$ cat src/rtl/mme_pkg.sv
// mme_pkg: shared constants, command codes, register indexes and the
// control/status structs between the controller and the datapath
// no dependencies
package mme_pkg;

  localparam int MAX_DIM    = 8;
  localparam int ELEM_WIDTH = 16;

  // fixed field widths of the channels
  localparam int CMD_W     = 2;
  localparam int FIELD_W   = 3;
  localparam int VALUE_W   = 16;
  localparam int OUT_W     = 35;
  localparam int CFG_W     = 4;
  localparam int CFG_IDX_W = 2;

  // derived sizes
  localparam int IDX_W   = (MAX_DIM > 1) ? $clog2(MAX_DIM) : 1;
  localparam int DIM_W   = (MAX_DIM > 1) ? $clog2(MAX_DIM + 1) : 1;
  localparam int ADDR_W  = 2 * IDX_W;
  localparam int DEPTH   = 1 << ADDR_W;
  localparam int PROD_W  = 2 * ELEM_WIDTH;
  localparam int ACC_W   = (PROD_W > OUT_W) ? PROD_W : OUT_W;

  typedef enum logic [CMD_W-1:0] {
    CMD_LOAD_A  = 2'd0,
    CMD_LOAD_B  = 2'd1,
    CMD_COMPUTE = 2'd2
  } cmd_code_t;

  typedef enum logic [CFG_IDX_W-1:0] {
    REG_ROWS_A    = 2'd0,
    REG_INNER_LEN = 2'd1,
    REG_COLS_B    = 2'd2
  } reg_index_t;

  // controller -> datapath
  typedef struct packed {
    logic             accept_en;
    logic             issue;
    logic             first;
    logic             last_k;
    logic             last_elem;
    logic [IDX_W-1:0] i;
    logic [IDX_W-1:0] j;
    logic [IDX_W-1:0] k;
  } mme_cmd_t;

  // datapath -> controller
  typedef struct packed {
    logic             compute_req;
    logic             result_taken;
    logic [DIM_W-1:0] nr;
    logic [DIM_W-1:0] nk;
    logic [DIM_W-1:0] nc;
  } mme_stat_t;

  // zero counts as one, anything above the array size clamps to it
  function automatic logic [DIM_W-1:0] eff_dim(logic [CFG_W-1:0] v);
    logic [DIM_W-1:0] res;
    if (v == '0) begin
      res = DIM_W'(1);
    end else if (v > CFG_W'(MAX_DIM)) begin
      res = DIM_W'(MAX_DIM);
    end else begin
      res = DIM_W'(v);
    end
    return res;
  endfunction

endpackage

$ cat src/rtl/mme_if.sv
// valid/ready channel interfaces: element/command input, result output,
// configuration write
// depends on mme_pkg
interface mme_in_if import mme_pkg::*; ();
  logic                      valid;
  logic                      ready;
  logic [CMD_W-1:0]          command;
  logic [FIELD_W-1:0]        row;
  logic [FIELD_W-1:0]        col;
  logic signed [VALUE_W-1:0] value;

  modport source (output valid, command, row, col, value, input ready);
  modport sink   (input valid, command, row, col, value, output ready);
endinterface

interface mme_out_if import mme_pkg::*; ();
  logic                    valid;
  logic                    ready;
  logic [FIELD_W-1:0]      out_row;
  logic [FIELD_W-1:0]      out_col;
  logic signed [OUT_W-1:0] out_value;
  logic                    last;

  modport source (output valid, out_row, out_col, out_value, last, input ready);
  modport sink   (input valid, out_row, out_col, out_value, last, output ready);
endinterface

interface mme_cfg_if import mme_pkg::*; ();
  logic                 valid;
  logic                 ready;
  logic [CFG_IDX_W-1:0] index;
  logic [CFG_W-1:0]     data;

  modport source (output valid, index, data, input ready);
  modport sink   (input valid, index, data, output ready);
endinterface

$ cat src/rtl/mme_ctrl.sv
// mme_ctrl: sequencer walking result rows, columns and the inner index
// depends on mme_pkg
module mme_ctrl import mme_pkg::*; (
  input  logic      clk,
  input  logic      rst_n,
  input  mme_stat_t stat,
  output mme_cmd_t  cmd
);

  typedef enum logic [1:0] {
    ST_IDLE,
    ST_ISSUE,
    ST_WAIT
  } state_t;

  state_t           state_r;
  logic [IDX_W-1:0] i_r, j_r, k_r;
  logic             k_end, j_end, i_end;

  assign k_end = (DIM_W'(k_r) + DIM_W'(1)) == stat.nk;
  assign j_end = (DIM_W'(j_r) + DIM_W'(1)) == stat.nc;
  assign i_end = (DIM_W'(i_r) + DIM_W'(1)) == stat.nr;

  always_comb begin
    cmd.accept_en = (state_r == ST_IDLE);
    cmd.issue     = (state_r == ST_ISSUE);
    cmd.first     = (k_r == '0);
    cmd.last_k    = k_end;
    cmd.last_elem = i_end && j_end;
    cmd.i         = i_r;
    cmd.j         = j_r;
    cmd.k         = k_r;
  end

  always_ff @(posedge clk) begin
    if (!rst_n) begin
      state_r <= ST_IDLE;
      i_r     <= '0;
      j_r     <= '0;
      k_r     <= '0;
    end else begin
      unique case (state_r)
        ST_IDLE: begin
          if (stat.compute_req) begin
            i_r     <= '0;
            j_r     <= '0;
            k_r     <= '0;
            state_r <= ST_ISSUE;
          end
        end
        ST_ISSUE: begin
          if (k_end) begin
            k_r     <= '0;
            state_r <= ST_WAIT;
          end else begin
            k_r <= k_r + IDX_W'(1);
          end
        end
        ST_WAIT: begin
          if (stat.result_taken) begin
            if (j_end) begin
              j_r <= '0;
              if (i_end) begin
                i_r     <= '0;
                state_r <= ST_IDLE;
              end else begin
                i_r     <= i_r + IDX_W'(1);
                state_r <= ST_ISSUE;
              end
            end else begin
              j_r     <= j_r + IDX_W'(1);
              state_r <= ST_ISSUE;
            end
          end
        end
        default: state_r <= ST_IDLE;
      endcase
    end
  end

endmodule

$ cat src/rtl/mme_datapath.sv
// mme_datapath: dimension registers, A/B element memories, multiply and
// accumulate pipeline, output register
// depends on mme_pkg, mme_if
module mme_datapath import mme_pkg::*; (
  input  logic          clk,
  input  logic          rst_n,
  mme_in_if.sink        in_ch,
  mme_out_if.source     out_ch,
  mme_cfg_if.sink       cfg_ch,
  input  mme_cmd_t      cmd,
  output mme_stat_t     stat
);

  // dimension registers
  logic [CFG_W-1:0] rows_a_r, inner_len_r, cols_b_r;

  assign cfg_ch.ready = 1'b1;

  always_ff @(posedge clk) begin
    if (!rst_n) begin
      rows_a_r    <= CFG_W'(8);
      inner_len_r <= CFG_W'(8);
      cols_b_r    <= CFG_W'(8);
    end else if (cfg_ch.valid) begin
      unique case (cfg_ch.index)
        REG_ROWS_A:    rows_a_r    <= cfg_ch.data;
        REG_INNER_LEN: inner_len_r <= cfg_ch.data;
        REG_COLS_B:    cols_b_r    <= cfg_ch.data;
        default: ;
      endcase
    end
  end

  // input side
  logic                  in_acc, in_range, wr_a, wr_b;
  logic [ADDR_W-1:0]     wr_addr;
  logic [ELEM_WIDTH-1:0] wr_data;

  assign in_ch.ready = cmd.accept_en;
  assign in_acc   = in_ch.valid && cmd.accept_en;
  assign in_range = ({1'b0, in_ch.row} < (FIELD_W + 1)'(MAX_DIM)) &&
                    ({1'b0, in_ch.col} < (FIELD_W + 1)'(MAX_DIM));
  assign wr_a     = in_acc && in_range && (in_ch.command == CMD_LOAD_A);
  assign wr_b     = in_acc && in_range && (in_ch.command == CMD_LOAD_B);
  assign wr_addr  = {in_ch.row[IDX_W-1:0], in_ch.col[IDX_W-1:0]};
  assign wr_data  = ELEM_WIDTH'($unsigned(in_ch.value));

  // element memories, registered read
  logic [ELEM_WIDTH-1:0] mem_a [DEPTH];
  logic [ELEM_WIDTH-1:0] mem_b [DEPTH];
  logic [ELEM_WIDTH-1:0] rd_a_r, rd_b_r;
  logic [ADDR_W-1:0]     rd_addr_a, rd_addr_b;

  assign rd_addr_a = {cmd.i, cmd.k};
  assign rd_addr_b = {cmd.k, cmd.j};

  always_ff @(posedge clk) begin
    if (wr_a) begin
      mem_a[wr_addr] <= wr_data;
    end
    rd_a_r <= mem_a[rd_addr_a];
  end

  always_ff @(posedge clk) begin
    if (wr_b) begin
      mem_b[wr_addr] <= wr_data;
    end
    rd_b_r <= mem_b[rd_addr_b];
  end

  // tags following the read stage and the multiply stage
  logic             v1_r, first1_r, lastk1_r, laste1_r;
  logic [IDX_W-1:0] row1_r, col1_r;
  logic             v2_r, first2_r, lastk2_r, laste2_r;
  logic [IDX_W-1:0] row2_r, col2_r;
  logic signed [PROD_W-1:0] prod_r;

  always_ff @(posedge clk) begin
    if (!rst_n) begin
      v1_r <= 1'b0;
      v2_r <= 1'b0;
    end else begin
      v1_r <= cmd.issue;
      v2_r <= v1_r;
    end
  end

  always_ff @(posedge clk) begin
    first1_r <= cmd.first;
    lastk1_r <= cmd.last_k;
    laste1_r <= cmd.last_elem;
    row1_r   <= cmd.i;
    col1_r   <= cmd.j;
    first2_r <= first1_r;
    lastk2_r <= lastk1_r;
    laste2_r <= laste1_r;
    row2_r   <= row1_r;
    col2_r   <= col1_r;
    prod_r   <= $signed(rd_a_r) * $signed(rd_b_r);
  end

  // accumulate and output register
  logic signed [ACC_W-1:0] prod_ext, acc_r, acc_nxt;
  logic                    out_valid_r, out_last_r;
  logic [FIELD_W-1:0]      out_row_r, out_col_r;
  logic signed [OUT_W-1:0] out_value_r;
  logic                    taken;

  assign prod_ext = ACC_W'(prod_r);
  assign acc_nxt  = first2_r ? prod_ext : (acc_r + prod_ext);
  assign taken    = out_valid_r && out_ch.ready;

  always_ff @(posedge clk) begin
    if (v2_r) begin
      acc_r <= acc_nxt;
    end
    if (v2_r && lastk2_r) begin
      out_value_r <= acc_nxt[OUT_W-1:0];
      out_row_r   <= FIELD_W'(row2_r);
      out_col_r   <= FIELD_W'(col2_r);
      out_last_r  <= laste2_r;
    end
  end

  always_ff @(posedge clk) begin
    if (!rst_n) begin
      out_valid_r <= 1'b0;
    end else if (v2_r && lastk2_r) begin
      out_valid_r <= 1'b1;
    end else if (taken) begin
      out_valid_r <= 1'b0;
    end
  end

  assign out_ch.valid     = out_valid_r;
  assign out_ch.out_row   = out_row_r;
  assign out_ch.out_col   = out_col_r;
  assign out_ch.out_value = out_value_r;
  assign out_ch.last      = out_last_r;

  always_comb begin
    stat.compute_req  = in_acc && (in_ch.command == CMD_COMPUTE);
    stat.result_taken = taken;
    stat.nr           = eff_dim(rows_a_r);
    stat.nk           = eff_dim(inner_len_r);
    stat.nc           = eff_dim(cols_b_r);
  end

endmodule

$ cat src/rtl/matrix_multiply_engine_top.sv
// matrix_multiply_engine_top: load items are taken while the sequencer idles;
// a compute item is bound by one shared multiply-accumulate reading one A and
// one B element per cycle while issuing, and waits for each result to be taken
// the first result passes the read, multiply and output registers after issue
// reset (rst_n low, synchronous): dimensions back to 8, sequencer idle,
// pipeline and output empty; element memories keep no reset value
module matrix_multiply_engine_top import mme_pkg::*; (
  input logic       clk,
  input logic       rst_n,
  mme_in_if.sink    in_ch,
  mme_out_if.source out_ch,
  mme_cfg_if.sink   cfg_ch
);

  // controller <-> datapath hookup, nothing else crosses
  mme_cmd_t  cmd;
  mme_stat_t stat;

  // sequencer: idles taking loads, then per result element issues nk
  // reads of a row of A and a column of B, then waits for the result
  // to leave the output register before the next element
  mme_ctrl u_ctrl (
    .clk   (clk),
    .rst_n (rst_n),
    .stat  (stat),
    .cmd   (cmd)
  );

  // datapath: memory write on load items, registered reads, multiply,
  // accumulate, and the single output register
  mme_datapath u_datapath (
    .clk    (clk),
    .rst_n  (rst_n),
    .in_ch  (in_ch),
    .out_ch (out_ch),
    .cfg_ch (cfg_ch),
    .cmd    (cmd),
    .stat   (stat)
  );

endmodule

$ cat src/flat_wrapper.sv
// flat-port wrapper written by rule: the top's interface ports become plain ports
module matrix_multiply_engine_top_flat import mme_pkg::*;
  (clk, rst_n, in_ch_valid, in_ch_command, in_ch_row, in_ch_col, in_ch_value, in_ch_ready, out_ch_valid, out_ch_out_row, out_ch_out_col, out_ch_out_value, out_ch_last, out_ch_ready, cfg_ch_valid, cfg_ch_index, cfg_ch_data, cfg_ch_ready);
  mme_in_if in_ch_i ();
  mme_out_if out_ch_i ();
  mme_cfg_if cfg_ch_i ();
  input logic clk;
  input logic rst_n;
  input wire logic [$bits(in_ch_i.valid)-1:0] in_ch_valid;
  input wire logic [$bits(in_ch_i.command)-1:0] in_ch_command;
  input wire logic [$bits(in_ch_i.row)-1:0] in_ch_row;
  input wire logic [$bits(in_ch_i.col)-1:0] in_ch_col;
  input wire logic [$bits(in_ch_i.value)-1:0] in_ch_value;
  output wire logic [$bits(in_ch_i.ready)-1:0] in_ch_ready;
  output wire logic [$bits(out_ch_i.valid)-1:0] out_ch_valid;
  output wire logic [$bits(out_ch_i.out_row)-1:0] out_ch_out_row;
  output wire logic [$bits(out_ch_i.out_col)-1:0] out_ch_out_col;
  output wire logic [$bits(out_ch_i.out_value)-1:0] out_ch_out_value;
  output wire logic [$bits(out_ch_i.last)-1:0] out_ch_last;
  input wire logic [$bits(out_ch_i.ready)-1:0] out_ch_ready;
  input wire logic [$bits(cfg_ch_i.valid)-1:0] cfg_ch_valid;
  input wire logic [$bits(cfg_ch_i.index)-1:0] cfg_ch_index;
  input wire logic [$bits(cfg_ch_i.data)-1:0] cfg_ch_data;
  output wire logic [$bits(cfg_ch_i.ready)-1:0] cfg_ch_ready;
  assign in_ch_i.valid = in_ch_valid;
  assign in_ch_i.command = in_ch_command;
  assign in_ch_i.row = in_ch_row;
  assign in_ch_i.col = in_ch_col;
  assign in_ch_i.value = in_ch_value;
  assign in_ch_ready = in_ch_i.ready;
  assign out_ch_valid = out_ch_i.valid;
  assign out_ch_out_row = out_ch_i.out_row;
  assign out_ch_out_col = out_ch_i.out_col;
  assign out_ch_out_value = out_ch_i.out_value;
  assign out_ch_last = out_ch_i.last;
  assign out_ch_i.ready = out_ch_ready;
  assign cfg_ch_i.valid = cfg_ch_valid;
  assign cfg_ch_i.index = cfg_ch_index;
  assign cfg_ch_i.data = cfg_ch_data;
  assign cfg_ch_ready = cfg_ch_i.ready;
  matrix_multiply_engine_top u_core (.clk(clk), .rst_n(rst_n), .in_ch(in_ch_i), .out_ch(out_ch_i), .cfg_ch(cfg_ch_i));
endmodule
$ cat config.mk
export PLATFORM = sky130hd
export DESIGN_NAME = matrix_multiply_engine_top_flat
export DESIGN_NICKNAME = d
export VERILOG_FILES = /design/src/rtl/mme_pkg.sv /design/src/rtl/mme_if.sv /design/src/rtl/mme_ctrl.sv /design/src/rtl/mme_datapath.sv /design/src/rtl/matrix_multiply_engine_top.sv /design/src/flat_wrapper.sv
export SDC_FILE = /design/constraint.sdc
export NUM_CORES = 2
export LEC_CHECK = 0
export ABC_AREA = 1
export BUFFER_PORTS_ARGS = -buffer_cell sky130_fd_sc_hd__buf_2
export CAP_MARGIN = 5
export CELL_PAD_IN_SITES_DETAIL_PLACEMENT = 1
export CELL_PAD_IN_SITES_GLOBAL_PLACEMENT = 1
export CORE_MARGIN = 2
export CORE_UTILIZATION = 52
export DETAILED_ROUTE_END_ITERATION = 10
export PLACE_DENSITY_LB_ADDON = 0.05
export SYNTH_ARGS = -nofsm -noshare
export SYNTH_HDL_FRONTEND = slang
export SYNTH_SLANG_ARGS = --single-unit
$ cat constraint.sdc
create_clock -name clk -period 7.39 [get_ports clk]
set_input_delay 0.739 -clock clk [delete_from_list [all_inputs] [get_ports clk]]
set_output_delay 0.739 -clock clk [all_outputs]
set_load 0.02 [all_outputs]
; ---- Word level (Yosys, flattened, before mapping)
; Memory sizes are Yosys's and may differ from the RTL's. A register that Yosys moved wholly into a read port is not among the register bits.
; Cells that the tools add are included.
[word_totals]
reg_bits = 153
ram_bits = 2048
inputBits = 35
out_inout_bits = 45
word_cells = 105
mem_count = 2
[memory_table]
columns = memory, depth, word_bits, read_ports, rd_ports_with_merged_regs, write_ports, line
row1 = u_core.u_datapath.mem_a, 64, 16, 1, 1, 1, mme_datapath.sv:49  ; logic [ELEM_WIDTH-1:0] mem_a [DEPTH];
row2 = u_core.u_datapath.mem_b, 64, 16, 1, 1, 1, mme_datapath.sv:50  ; logic [ELEM_WIDTH-1:0] mem_b [DEPTH];
[op_classes]
n_addsub = 7
multipliers = 1
n_lt_le_gt_ge = 3
n_eq_ne = 13
muxes = 29
reduce_logical = 24
[ops]
columns = cell, n
row1 = adder 35 x 32 -> 35 bit, 1
row2 = two-way mux 35 bit, 1
row3 = multiplier 16 x 16 -> 32 bit, 1
row4 = two-way mux 4 bit, 6
row5 = two-way mux 3 bit, 7
row6 = case mux 3 bit (2 select lines), 3
row7 = "adder 3 x 1 -> 4 bit, second input constant", 3
row8 = equality test 4 bit, 3
row9 = "> comparator 4 bit, second input constant", 3
row10 = logical NOT 4 bit, 3
row11 = "adder 3 x 1 -> 3 bit, second input constant", 3
row12 = two-way mux 2 bit, 4
row13 = AND reduction 2 bit, 4
row14 = logical AND 1 bit, 7
row15 = two-way mux 1 bit, 7
row16 = "equality test 2 x 1 -> 1 bit, second input constant", 3
row17 = "equality test 2 bit, second input constant", 3
row18 = logical NOT 2 bit, 3
row19 = case mux 2 bit (3 select lines), 1
row20 = AND reduction 3 bit, 2
row21 = nonzero test 2 bit, 3
row22 = "!= test 2 x 1 -> 1 bit, second input constant", 2
row23 = "!= test 2 bit, second input constant", 2
row24 = AND reduction 4 bit, 1
row25 = logical NOT 3 bit, 1

; ---- Depth between registers and ports, before layout
[depth]
ltp_word = 8
ltp_mapped = 27

; ---- Hierarchy
; Synthesis repeated with hierarchy kept, for this count alone.
[unflattened]
hier_cells = 8795
hier_area_um2 = 100181.1
[by_module_without_submodules]
columns = mod, instances, cells_each, area_each_um2
row1 = mme_datapath, 1, 8645, 99265.2
row2 = mme_ctrl, 1, 150, 915.9

; ---- Worst setup path after synthesis
; Ideal clock, no wire load.
[synth_path]
kind = register to register
start = reg u_core.u_datapath.rd_a_r[15], read port of u_core.u_datapath.mem_a
end = reg u_core.u_datapath.prod_r[31]
setup_ns = 0.112
arrival_ns = 5.301
t_required_ns = 7.278
path_slack_ns = 1.977
path_stages_with_launch = 24
path_buffers = 1
path_cell_list = dfxtp_1 > clkbuf_1 > nand2_1 > inv_1 > fa_1 > fa_1 > inv_1 > fa_1 > inv_1 > fa_1 > inv_1 > fa_1 > inv_1 > fa_1 > ha_1 > inv_1 > nor3_1 > nand2_1 > inv_1 > nand2_1 > nand2_1 > inv_1 > nand2_1 > nand2_1
[synth_via]
elab_chain_len = 1
[synth_rtl]
columns = element, line
row1 = start: declaration, mme_datapath.sv:51  ; logic [ELEM_WIDTH-1:0] rd_a_r, rd_b_r;
row2 = multiplier 16 x 16 -> 32 bit, mme_datapath.sv:99  ; prod_r <= $signed(rd_a_r) * $signed(rd_b_r);
row3 = end signal: assignment, mme_datapath.sv:99
row4 = end: declaration, mme_datapath.sv:76  ; logic signed [PROD_W-1:0] prod_r;
; No other way between the ends.
; A chain may end at the register's enable or synchronous reset.

; ---- Worst setup path after layout
[layout_path]
start = reg u_core.u_datapath.rd_a_r[15], read port of u_core.u_datapath.mem_a
end = reg u_core.u_datapath.prod_r[26]
; The elaborated chain is that of the path after synthesis.

==> impl_metrics.json <==
{
  "status": "complete, no violations",
  "grt_pass1_wl_mm": 468.8,
  "clock-sinks": 2233,
  "syn_area_um2": 99790,
  "synth_cells": 8794,
  "synth.top_cells.by_count": "nand2_1 (2,131), edfxtp_1 (2,125), nor2_1 (1,010)",
  "post_cts_resized": 0,
  "synthToLayoutAreaGrowth_pct": 10.41,
  "skew_ns": 0.05534,
  "slew_headroom_pct": 13.40,
  "cp.depth": 17,
  "clock_tree.buffer_depth": 3,
  "power_density_nw_per_um2": 425.7,
  "synth_area_leader_cell": "edfxtp_1",
  "cts_hold_buf": 0,
  "rsz0062_at_grt": "no",
  "yosysWarningCount": 0,
  "yosys.cell_types.count": 44,
  "fin_tns_setup_ns": 0,
  "clockPowerShare_pct": 24.1,
  "holdPathEnd": "u_core.u_datapath.cols_b_r[1]",
  "tritoncts": "yes",
  "dieWidth_um": 442.1,
  "first_pass_iters": 8,
  "yosysMostFrequentCell": "nand2_1",
  "r2r_end": "u_core.u_datapath.prod_r[26]",
  "power_leakage_nw": 41.28,
  "rr_worst_depth": 17,
  "yosysTopAreaCellShare_pct": 63.94,
  "cp_data_arrival_time_ns": 6.88,
  "slowest_stage": "fa_1",
  "startpoint": "u_core.u_datapath.rd_a_r[15]",
  "cp_top_family": "adder cells",
  "critPathMaxFanout": 16,
  "cts-buffers-inserted": 227,
  "setup_viol": 0,
  "ant_nets": 0,
  "synth_area_leaders": "edfxtp_1 (64%), nand2_1 (8.0%), fa_1 (5.3%), nor2_1 (3.8%), o21ai_0 (3.3%)",
  "tightest_slew_ns": 1.299,
  "gp_congestion": 0.9095,
  "h-tree-depth": 4,
  "avgViaCountPerCell": 6.012,
  "whs_path_depth": 3,
  "die_y_um": 442.1,
  "synth_flop_cell": "edfxtp_1",
  "num-fill-cells": 19580,
  "period_needed_ns": 6.159,
  "drt_iter0_drc": 7090,
  "async_flop_share_pct": 0,
  "postRouteWirelength_mm": 317.5,
  "netSwitchingPower_w": 0.01891,
  "synth_nets": 9212,
  "clkTransAtPathRegs_ns": 0.06,
  "utilization_pct": 57.87,
  "pin_count": 80,
  "cp_common_cell": "fa_1",
  "timing.rr.start": "u_core.u_datapath.rd_a_r[15]",
  "required_ns": 8.11,
  "dieArea_um2": 195400,
  "core_area_um2": 190400,
  "finalMaxSlewViolations": 0,
  "crit_type": "reg -> reg",
  "synth_edf_count": 2125,
  "seq_area_frac_synth_pct": 66.11,
  "synth_seq_cells": 2233,
  "finalHoldViolCount": 0,
  "power_frac_seq_pct": 31.2,
  "power_w": 0.04691,
  "vias": 69220,
  "hold_start": "cfg_ch_data[1]",
  "post_cts_buffers": 0,
  "crit_chain": "nand2_1 > inv_1 > fa_1 > fa_1 > inv_1 > fa_1 > fa_1 > fa_1 > fa_1 > inv_1 > ha_1 > a21o_1 > a21oi_1 > a21boi_0 > nand3_1 > nand2_1 > nand2_1",
  "clkLatencyLatePin_ns": 0.88,
  "maxCapViolCount": 0,
  "slowest_delay_ns": 0.75,
  "internal_power_w": 0.02800,
  "wire_per_inst_um": 27.57,
  "combPwrFrac_pct": 44.8,
  "floorplan.rows": 160,
  "grt_pass1_vias": 73030,
  "antenna_found_initial": 22,
  "startpoint_type": "flip-flop",
  "drive_gt1_share_pct": 7.241,
  "worst-path-buf-inv": 3,
  "r2r_setup_slack_ns": 1.23,
  "root_buffer": "clkbuf_16",
  "drc_errors": 0,
  "track_usage_pct": 32.26,
  "finalCritPeriodShare_pct": 83.34,
  "fmax_mhz": 162.4,
  "ir_drop_mv": 0.8472,
  "avgSynthCellArea_um2": 11.35,
  "switching_share_pct": 40.31,
  "min_path_type": "in -> reg",
  "end_kind": "flip-flop",
  "whs_ns": 0.1595,
  "dpl.hpwl_mm": 191.9,
  "start_util_pct": 52.42,
  "overflow": 0,
  "io_buffer_count": 78,
  "nets": 9212,
  "grt_max_degree": 220
}
worst register-to-register path: stages (launching register included):
cell	delay, ns
dfxtp_1	0.71
nand2_1	0.22
inv_1	0.17
fa_1	0.55
fa_1	0.75
inv_1	0.21
fa_1	0.52
fa_1	0.58
fa_1	0.44
fa_1	0.51
inv_1	0.05
ha_1	0.34
a21o_1	0.21
a21oi_1	0.24
a21boi_0	0.29
nand3_1	0.11
nand2_1	0.08
nand2_1	0.05
through the flow:
stage | worst slack [ns] | instance area (um2) | std cells
floorplan | 1.977 | 99790 | 8794
global placement | 1.380 | 102900 | 11080
detailed placement | 1.259 | 102900 | 11080
CTS | 1.217 | 110100 | 11500
global route | 0.7695 | 110200 | 11510
finish | 1.231 | 110200 | 11510
how the worst max path moves through the flow:
stage                                         to
floorplan           u_core.u_datapath.prod_r[31]
global placement    u_core.u_datapath.prod_r[29]
detailed placement  u_core.u_datapath.prod_r[31]
CTS                 u_core.u_datapath.prod_r[29]
global route        u_core.u_datapath.prod_r[29]
finish              u_core.u_datapath.prod_r[26]
layer usage:
layer | vias up | GRT usage (%) | wire, um
met5 | - | 0 | 22
met4 | 4 | 12.44 | 12180
met3 | 533 | 4.405 | 21420
met2 | 2641 | 53.55 | 153800
met1 | 35750 | 43.35 | 130000
li1 | 30300 | - | -
kinds of logic (layout without fill, tap and decap cells):
kind of cell / Yosys count / in the layout / synth area share [%]
and+or+nand+nor: 3555 / 3555 / 13.98
DFF: 2233 / 2233 / 66.11
AOI/OAI and AO/OA: 1512 / 1512 / 8.340
other: 1 / 13 / 0.003758
xor gates and xnor gates: 48 / 48 / 0.4213
buffers and inverters: 1062 / 1259 / 4.365
adders and majority gates: 383 / 383 / 6.781
cell usage in the layout (no fill, tap or decap), types with 9 or more instances in the layout:
| cell type | n |
|---|---|
| inv_1 | 559 |
| o21bai_1 | 13 |
| nand3_1 | 202 |
| buf_4 | 186 |
| dfxtp_1 | 102 |
| bufinv_16 | 13 |
| xor2_1 | 28 |
| nor2_2 | 30 |
| nor2_1 | 981 |
| o221ai_1 | 28 |
| o21ai_1 | 42 |
| nand3b_1 | 9 |
| a211oi_1 | 68 |
| fa_1 | 263 |
| nand4_1 | 16 |
| diode_2 | 12 |
| o211ai_1 | 47 |
| edfxtp_1 | 2125 |
| nor3_1 | 150 |
| or2_2 | 15 |
| o21ai_0 | 661 |
| buf_2 | 62 |
| o22ai_1 | 227 |
| ha_1 | 120 |
| clkbuf_16 | 235 |
| clkinv_2 | 40 |
| buf_12 | 12 |
| xnor2_1 | 20 |
| clkinv_1 | 61 |
| clkbuf_1 | 54 |
| a21oi_1 | 406 |
| nand2_1 | 2129 |
power groups by stage:
stage	Combinational, W	Clock, W	Sequential (W)
after floorplan	0.0147	0	0.0147
after CTS	0.0212	0.0114	0.0146
final	0.0210	0.0113	0.0146
after global placement	0.0208	0	0.0149
after global routing	0.0240	0.0118	0.0146
after detailed placement	0.0210	0	0.0149
layout make-up:
| class | count | area, um2 | area share (%) |
|---|---|---|---|
| Sequential cell | 2233 | 65990 | 59.89 |
| Multi-Input combinational cell | 5499 | 29620 | 26.88 |
| Clock buffer | 296 | 6173 | 5.603 |
| Tap cell | 2511 | 3142 | 2.852 |
| Inverter | 573 | 2195 | 1.992 |
| Timing Repair Buffer | 260 | 1947 | 1.767 |
| Clock inverter | 130 | 1080 | 0.9800 |
| Antenna cell | 12 | 30.03 | 0.02725 |
registers in the layout, indices dropped and copies added, names as in the netlist, 4 cells and up:
register and cells:
u_core.u_datapath.out_ch.out_value 35, u_core.u_datapath.rd_a_r 16, u_core.u_datapath.inner_len_r 4, u_core.u_datapath.cols_b_r 4, u_core.u_datapath.prod_r 32, u_core.u_datapath.mem_b 1024, u_core.u_datapath.rows_a_r 4, u_core.u_datapath.mem_a 1024
u_core.u_datapath.rd_b_r 16, u_core.u_datapath.acc_r 35
Power figures use the tool's default switching activity.
